[src/sv/lkt_pkg.sv]
// Shared constants, types and state encoding for the keyed entry table.
// Used by the top level, the key store and the testbench; no dependencies.
package lkt_pkg;

    localparam int ENTRIES = 16;
    localparam int KEY_W   = 64;
    localparam int IDX_W   = (ENTRIES > 1) ? $clog2(ENTRIES) : 1;
    localparam int AGE_W   = IDX_W;
    localparam int CNT_W   = $clog2(ENTRIES + 1);

    localparam logic OP_LOOKUP = 1'b0;
    localparam logic OP_INSERT = 1'b1;

    typedef enum logic [2:0] {
        ST_IDLE,
        ST_SCAN,
        ST_LRU,
        ST_TOUCH,
        ST_DONE
    } t_state;

    typedef struct packed {
        logic             we;
        logic [IDX_W-1:0] waddr;
        logic [KEY_W-1:0] wdata;
        logic [IDX_W-1:0] raddr;
    } t_ram_req;

endpackage

[src/sv/lkt_key_ram.sv]
// Key store: one write port and one registered read port.
// Depends on lkt_pkg for its depth, widths and request struct.
module lkt_key_ram (
    input  logic                    i_clk,
    input  lkt_pkg::t_ram_req       i_req,
    output logic [lkt_pkg::KEY_W-1:0] o_rdata
);

    logic [lkt_pkg::KEY_W-1:0] r_mem [lkt_pkg::ENTRIES];

    always_ff @(posedge i_clk) begin
        if (i_req.we) begin
            r_mem[i_req.waddr] <= i_req.wdata;
        end
    end

    always_ff @(posedge i_clk) begin
        o_rdata <= r_mem[i_req.raddr];
    end

endmodule

[src/sv/lru_keyed_entry_table_top.sv]
// Top level of the fully associative keyed entry table with LRU replacement.
// Depends on lkt_pkg and instantiates lkt_key_ram for the key store.
//
//  Channel   Direction  Payload
//  s_axis    in         tdata = key[63:0]; tuser = opcode
//  m_axis    out        tdata = slot[3:0], zero padded to 8 bits; tuser = hit, replaced
//
// One item is worked on at a time; o_s_axis_tready is high only while the sequencer idles.
// A lookup reads the key store one slot per cycle through its registered read port and one
// 64-bit comparator, stopping at the first match, the first empty slot or the last slot.
// An insert into a free slot goes straight to the update of the ages; an insert into a full
// table first walks the ages with one magnitude comparator to find the victim.
// Reset (synchronous, active low) empties the table at once through its valid bits.
// A finished result waits in the output register while the next item is accepted; the
// sequencer only stalls in its final state if that register is still occupied.
module lru_keyed_entry_table_top (
    input  logic        i_clk,
    input  logic        i_rst_n,
    input  logic        i_s_axis_tvalid,
    output logic        o_s_axis_tready,
    input  logic [63:0] i_s_axis_tdata,   // [63:0] key
    input  logic        i_s_axis_tuser,   // [0] opcode
    output logic        o_m_axis_tvalid,
    input  logic        i_m_axis_tready,
    output logic [7:0]  o_m_axis_tdata,   // [3:0] slot, [7:4] zero
    output logic [1:0]  o_m_axis_tuser    // [0] hit, [1] replaced
);

    localparam int IW = lkt_pkg::IDX_W;
    localparam int AW = lkt_pkg::AGE_W;
    localparam int CW = lkt_pkg::CNT_W;
    localparam int N  = lkt_pkg::ENTRIES;

    lkt_pkg::t_state r_state, n_state;

    logic                      r_op, n_op;
    logic [lkt_pkg::KEY_W-1:0] r_key, n_key;
    logic [IW-1:0]             r_idx, n_idx;
    logic [IW-1:0]             r_cmp_idx, n_cmp_idx;
    logic                      r_cmp_vld, n_cmp_vld;
    logic [IW-1:0]             r_slot, n_slot;
    logic                      r_hit, n_hit;
    logic                      r_repl, n_repl;
    logic                      r_nolim, n_nolim;
    logic [N-1:0]              r_valid, n_valid;
    logic [AW-1:0]             r_age [N];
    logic [AW-1:0]             n_age [N];
    logic [CW-1:0]             r_fill, n_fill;

    logic                      r_out_valid, n_out_valid;
    logic [IW-1:0]             r_out_slot, n_out_slot;
    logic                      r_out_hit, n_out_hit;
    logic                      r_out_repl, n_out_repl;

    lkt_pkg::t_ram_req         w_ram_req;
    logic [lkt_pkg::KEY_W-1:0] w_rdata;
    logic                      w_accept;
    logic                      w_match;
    logic                      w_scan_end;
    logic                      w_lru_end;
    logic                      w_out_free;
    logic                      w_not_full;

    lkt_key_ram u_key_ram (
        .i_clk   (i_clk),
        .i_req   (w_ram_req),
        .o_rdata (w_rdata)
    );

    assign o_s_axis_tready = (r_state == lkt_pkg::ST_IDLE);
    assign w_accept        = i_s_axis_tvalid && o_s_axis_tready;
    assign w_out_free      = !r_out_valid || i_m_axis_tready;
    assign w_not_full      = (r_fill < CW'(N));

    // The comparator sees the slot that was addressed in the cycle before.
    assign w_match    = r_cmp_vld && r_valid[r_cmp_idx] && (w_rdata == r_key);
    assign w_scan_end = r_cmp_vld && (!r_valid[r_cmp_idx] || (r_cmp_idx == IW'(N - 1)));
    assign w_lru_end  = (r_idx == IW'(N - 1));

    always_comb begin
        w_ram_req.we    = (r_state == lkt_pkg::ST_TOUCH) && (r_op == lkt_pkg::OP_INSERT);
        w_ram_req.waddr = r_slot;
        w_ram_req.wdata = r_key;
        w_ram_req.raddr = r_idx;
    end

    // Next state.
    always_comb begin
        n_state = r_state;
        unique case (r_state)
            lkt_pkg::ST_IDLE: begin
                if (w_accept) begin
                    if (i_s_axis_tuser == lkt_pkg::OP_LOOKUP) begin
                        n_state = lkt_pkg::ST_SCAN;
                    end else if (w_not_full) begin
                        n_state = lkt_pkg::ST_TOUCH;
                    end else begin
                        n_state = lkt_pkg::ST_LRU;
                    end
                end
            end
            lkt_pkg::ST_SCAN: begin
                if (w_match) begin
                    n_state = lkt_pkg::ST_TOUCH;
                end else if (w_scan_end) begin
                    n_state = lkt_pkg::ST_DONE;
                end
            end
            lkt_pkg::ST_LRU: begin
                if (w_lru_end) begin
                    n_state = lkt_pkg::ST_TOUCH;
                end
            end
            lkt_pkg::ST_TOUCH: begin
                n_state = lkt_pkg::ST_DONE;
            end
            lkt_pkg::ST_DONE: begin
                if (w_out_free) begin
                    n_state = lkt_pkg::ST_IDLE;
                end
            end
            default: begin
                n_state = lkt_pkg::ST_IDLE;
            end
        endcase
    end

    // Datapath and result register.
    always_comb begin
        n_op        = r_op;
        n_key       = r_key;
        n_idx       = r_idx;
        n_cmp_idx   = r_cmp_idx;
        n_cmp_vld   = r_cmp_vld;
        n_slot      = r_slot;
        n_hit       = r_hit;
        n_repl      = r_repl;
        n_nolim     = r_nolim;
        n_valid     = r_valid;
        n_age       = r_age;
        n_fill      = r_fill;
        n_out_valid = r_out_valid && !i_m_axis_tready;
        n_out_slot  = r_out_slot;
        n_out_hit   = r_out_hit;
        n_out_repl  = r_out_repl;

        unique case (r_state)
            lkt_pkg::ST_IDLE: begin
                if (w_accept) begin
                    n_op      = i_s_axis_tuser;
                    n_key     = i_s_axis_tdata;
                    n_hit     = 1'b0;
                    n_repl    = 1'b0;
                    n_nolim   = 1'b0;
                    n_cmp_vld = 1'b0;
                    n_slot    = '0;
                    n_idx     = '0;
                    if (i_s_axis_tuser == lkt_pkg::OP_INSERT) begin
                        if (w_not_full) begin
                            // Every other valid slot ages by one.
                            n_slot  = r_fill[IW-1:0];
                            n_nolim = 1'b1;
                        end else begin
                            // Slot zero is the first candidate; the walk starts at one.
                            n_idx  = IW'(1);
                            n_repl = 1'b1;
                        end
                    end
                end
            end
            lkt_pkg::ST_SCAN: begin
                n_cmp_idx = r_idx;
                n_cmp_vld = 1'b1;
                if (r_idx != IW'(N - 1)) begin
                    n_idx = r_idx + IW'(1);
                end
                if (w_match) begin
                    n_slot = r_cmp_idx;
                    n_hit  = 1'b1;
                end
            end
            lkt_pkg::ST_LRU: begin
                // The first slot holding the highest age wins.
                if (r_age[r_idx] > r_age[r_slot]) begin
                    n_slot = r_idx;
                end
                if (!w_lru_end) begin
                    n_idx = r_idx + IW'(1);
                end
            end
            lkt_pkg::ST_TOUCH: begin
                for (int i = 0; i < N; i++) begin
                    if ((IW'(i) != r_slot) && r_valid[i]
                        && (r_nolim || (r_age[i] < r_age[r_slot]))) begin
                        n_age[i] = r_age[i] + AW'(1);
                    end
                end
                n_age[r_slot] = '0;
                if (r_op == lkt_pkg::OP_INSERT) begin
                    n_valid[r_slot] = 1'b1;
                    if (r_nolim) begin
                        n_fill = r_fill + CW'(1);
                    end
                end
            end
            lkt_pkg::ST_DONE: begin
                if (w_out_free) begin
                    n_out_valid = 1'b1;
                    n_out_slot  = r_slot;
                    n_out_hit   = r_hit;
                    n_out_repl  = r_repl;
                end
            end
            default: begin
                n_out_valid = 1'b0;
            end
        endcase
    end

    always_ff @(posedge i_clk) begin
        if (!i_rst_n) begin
            r_state     <= lkt_pkg::ST_IDLE;
            r_valid     <= '0;
            r_fill      <= '0;
            r_out_valid <= 1'b0;
            r_cmp_vld   <= 1'b0;
            for (int i = 0; i < N; i++) begin
                r_age[i] <= '0;
            end
        end else begin
            r_state     <= n_state;
            r_valid     <= n_valid;
            r_fill      <= n_fill;
            r_out_valid <= n_out_valid;
            r_cmp_vld   <= n_cmp_vld;
            r_age       <= n_age;
        end
    end

    always_ff @(posedge i_clk) begin
        r_op       <= n_op;
        r_key      <= n_key;
        r_idx      <= n_idx;
        r_cmp_idx  <= n_cmp_idx;
        r_slot     <= n_slot;
        r_hit      <= n_hit;
        r_repl     <= n_repl;
        r_nolim    <= n_nolim;
        r_out_slot <= n_out_slot;
        r_out_hit  <= n_out_hit;
        r_out_repl <= n_out_repl;
    end

    // The slot field carries the low four bits of the slot number.
    assign o_m_axis_tvalid = r_out_valid;
    assign o_m_axis_tdata  = {4'b0000, r_out_slot};
    assign o_m_axis_tuser  = {r_out_repl, r_out_hit};

endmodule

[config.mk]
export PLATFORM = sky130hd
export DESIGN_NAME = lru_keyed_entry_table_top
export DESIGN_NICKNAME = d
export VERILOG_FILES = /design/src/sv/lkt_pkg.sv /design/src/sv/lkt_key_ram.sv /design/src/sv/lru_keyed_entry_table_top.sv
export SDC_FILE = /design/constraint.sdc
export NUM_CORES = 1
export LEC_CHECK = 0
export ABC_CLOCK_PERIOD_IN_PS = 5500
export BUFFER_PORTS_ARGS = -buffer_cell sky130_fd_sc_hd__buf_2
export CAP_MARGIN = 20
export CELL_PAD_IN_SITES_DETAIL_PLACEMENT = 0
export CELL_PAD_IN_SITES_GLOBAL_PLACEMENT = 2
export CORE_MARGIN = 1.5
export CORE_UTILIZATION = 52
export CTS_BUF_LIST = sky130_fd_sc_hd__clkbuf_4
export CTS_CLUSTER_DIAMETER = 150
export DETAILED_ROUTE_END_ITERATION = 7
export PLACE_DENSITY = 0.82
export SLEW_MARGIN = 10
export SYNTH_ARGS = -nofsm -noshare
export SYNTH_HDL_FRONTEND = slang
export SYNTH_SLANG_ARGS = --single-unit
[constraint.sdc]
create_clock -name i_clk -period 5.5 [get_ports i_clk]
set_input_delay 0.825 -clock i_clk [delete_from_list [all_inputs] [get_ports i_clk]]
set_output_delay 0.825 -clock i_clk [all_outputs]
set_load 0.1 [all_outputs]
==> metrics.md <==
| Metric | Value |
|---|---|
| Worst EP required | 6500 ps |
| P_leak | 19.1 nW |
| Adder-Cell Fraction of Synth Area | 0.0173 |
| Vias in the first global route | 28500 |
| Synth Cell Area | 50600 sq um |
| Synth warnings | 0 |
| Clock Skew | 107 ps |
| CTS clk-pin slew, worst paths | 70 ps |
| Met1 Use GR | 0.331 |
| Slew Limit Fails | 0 |
| R2r startpoint | r_slot[0]$_DFFE_PP_ |
| Mean Syn Cell Area | 19.8 sq um |
| Least-Margin Pin Slew | 1160 ps |
| Hold Path Depth | 5 |
| CTS Hold Bufs | 66 |
| Fin. Hold Viols | 0 |
| Asr flop ratio synth | 0 |
| Sequential area share after synthesis | 0.719 |
| Unrepaired setup endpoints after global routing | no |
| WP data arrival | 5570 ps |
| Crit Path Category | flop to flop |
| Global-route wire length before repair | 180000 microns |
| DRT iter0 DRCs | 2544 |
| Post-synthesis mux area share | 0.165 |
| Row count | 114 |
| GRT Total Usage | 0.249 |
| Drt total wl | 120000 microns |
| Initial antenna violation count | 2 |
| Post-DP HPWL | 67100 microns |
| Drc violations | 0 |
| Antenna violation net count after detailed routing | 0 |
| Post-synthesis simple-gate area fraction | 0.0468 |
| Die Area | 99300 sq um |
| Via count | 27200 |
| Largest net degree at the start of global routing | 135 |
| PortBufs | 76 |
| Synth cell types | 57 |
| Root buffer cell | clkbuf_4 |
| Synthesized flop and latch total | 1264 |
| Clk_lat worst skew | 1180 ps |
| Worst-path maximum fanout | 15 |
| Setup crit end kind | flop |
| CTS tree | yes |
| Pwr dens | 384 nW/um^2 |
| Total congestion overflow | 0 |
| Largest family of logic cells by synthesized area | multiplexers |
| Post-CTS sizing | 0 |
| Io pins | 81 |
| CP Launch Point | r_slot[0]$_DFFE_PP_ |
| H-tree depth | 5 |
| Fmax achieved | 219 MHz |
| Post-synthesis compound-gate area fraction | 0.0260 |
| Number of synthesized flops with an enable pin | 1110 |
| Die X-Extent | 315 microns |
| Clk sinks | 1264 |
| Drt via density | 6.08 |
| Crit path launch type | flop |
| CTS Buf Count | 328 |
| WL per Instance | 26.9 microns |
| Depth of the most critical reg-to-reg path | 12 |
| Grt met2 use | 0.414 |
| Setup violators final | 0 |
| Hold Crit Class | input pin to flop |
| Top FF cell, synth | edfxtp_1 |
| Nets | 3101 |
| Postcts setup bufs | 0 |
| Die H | 315 microns |
| GR peak layer | met2 |
| Max-capacitance violation count | 0 |
| Area Overhead vs Synth | 14.3% |
| Post-synthesis xor/xnor area fraction | 0.0107 |
| Starting Density | 0.524 |
| Share of layout cells above drive strength 1 | 0.333 |
| RD Place Congestion | 0.865 |
| Placeable Area | 96600 sq um |
| VDD IR max | 0.259 mV |
| Fillers | 6899 |
| Fin crit share | 0.830 |
| CTS max path bufs | 4 |
| Met3 Usage GRT | 0.0431 |
| Final min period | 4570 ps |
| Setup TNS | 0 ps |
| Hold path startpoint | i_s_axis_tvalid |
| Pwr Total | 22.2 mW |
| Slew headroom | 0.224 |
| Syn Inst Count | 2562 |
| Status | finished, final reports clean |
| DR pass1 iterations | 8 |
==> Yosys cell counts, types with 29 or more instances <==
cell type  number  area share
dfxtp_1       154       0.061
nand3_1        62      0.0061
ha_1           70       0.017
clkbuf_1       95      0.0070
nor2_1         60      0.0044
xor2_1         35      0.0061
inv_1          31      0.0023
nand4_1        79      0.0098
nor2b_1        29      0.0036
nand2_1        68      0.0050
mux4_2        359        0.16
edfxtp_1     1110        0.66
buf_2          35      0.0035
o21a_1         32      0.0047
o21ai_0        33      0.0033
==> layout make-up <==
class / instances / area, sq um / share of cell area
clock inverters: 47 / 340 / 0.00588
repair buffers: 212 / 1890 / 0.0327
flip-flops and latches: 1264 / 36400 / 0.629
diodes: 5 / 12.5 / 0.000216
inverters: 32 / 123 / 0.00212
clock buffers: 519 / 3900 / 0.0673
multi-input cells: 1124 / 13600 / 0.235
well taps: 1276 / 1600 / 0.0276
==> flip-flops by register name (all words and copies together) (netlist names), 5 cells and up <==
signal and flops:
r_valid 16, u_key_ram.o_rdata 64, r_age 64, r_key 64, r_fill 5, u_key_ram.r_mem 1024
==> logic make-up after synthesis <==
family                     Yosys count
xor gates and xnor gates            62
adders and majority gates           70
DFF                               1264
other                                1
muxes                              385
and+or+nand+nor                    423
buffers and inverters              177
AOI/OAI and AO/OA                  180
==> per-stage QoR <==
stage	setup WS (ps)	utilization	cell area (sq um)	hold slack, ps	cells
2_1_floorplan	732	-	50600	400	2565
3_3_place_gp	1070	0.548	53000	414	3842
3_5_place_dp	982	0.548	53000	414	3842
4_1_cts	946	0.599	57900	99.7	4474
5_1_grt	643	0.599	57900	163	4479
6_report	934	0.599	57900	233	4479
==> critical path, cell delays in order (launching register included) <==
cell      delay (ps)
edfxtp_1         940
buf_4            340
mux4_2           530
mux4_2           470
inv_1            380
buf_4            270
ha_1             260
nor2_1           120
o311a_1          200
nand4_1           90
and3_1           270
or3_1            390
a21oi_1          170
==> metal layers <==
metal  wire (microns)  part of all wire
met2            61700              0.51
met1            48900              0.41
met3             7070             0.059
met4             2730             0.023
met5                0                 0
==> final timing paths <==
check / slack [ps] / end
hold / removal: 230 / r_state[1]$_SDFFE_PN0P_
hold reg to reg: 450 / r_out_hit$_DFFE_PP_
setup reg to reg: 930 / r_age[50]$_SDFFE_PN0P_
setup / recovery: 930 / r_age[50]$_SDFFE_PN0P_
==> power by group <==
part / internal, mW / switching, mW / leakage, nW
combinational: 1.40 / 1.44 / 5.28
sequential: 10.8 / 0.374 / 11.3
clock: 4.53 / 3.62 / 2.56
==> layout by cell type (no fill, tap or decap), types with 19 or more instances in the layout <==
| cell type | instances |
|---|---|
| nor2b_1 | 29 |
| o21a_1 | 32 |
| dlygate4sd3_1 | 66 |
| a21oi_1 | 27 |
| nand4b_1 | 21 |
| xnor2_1 | 27 |
| nand2_1 | 67 |
| xor2_1 | 35 |
| buf_4 | 45 |
| clkbuf_4 | 519 |
| ha_1 | 70 |
| edfxtp_1 | 1110 |
| dfxtp_1 | 154 |
| nand4_1 | 79 |
| o211ai_1 | 21 |
| o21ai_0 | 33 |
| nand3_1 | 62 |
| and3_1 | 19 |
| nand2b_1 | 24 |
| inv_1 | 30 |
| nor2_1 | 44 |
| mux4_2 | 359 |
| mux2i_1 | 26 |
| buf_2 | 75 |
| clkinv_1 | 33 |
| buf_12 | 26 |
(Power assumes the default switching activity.)
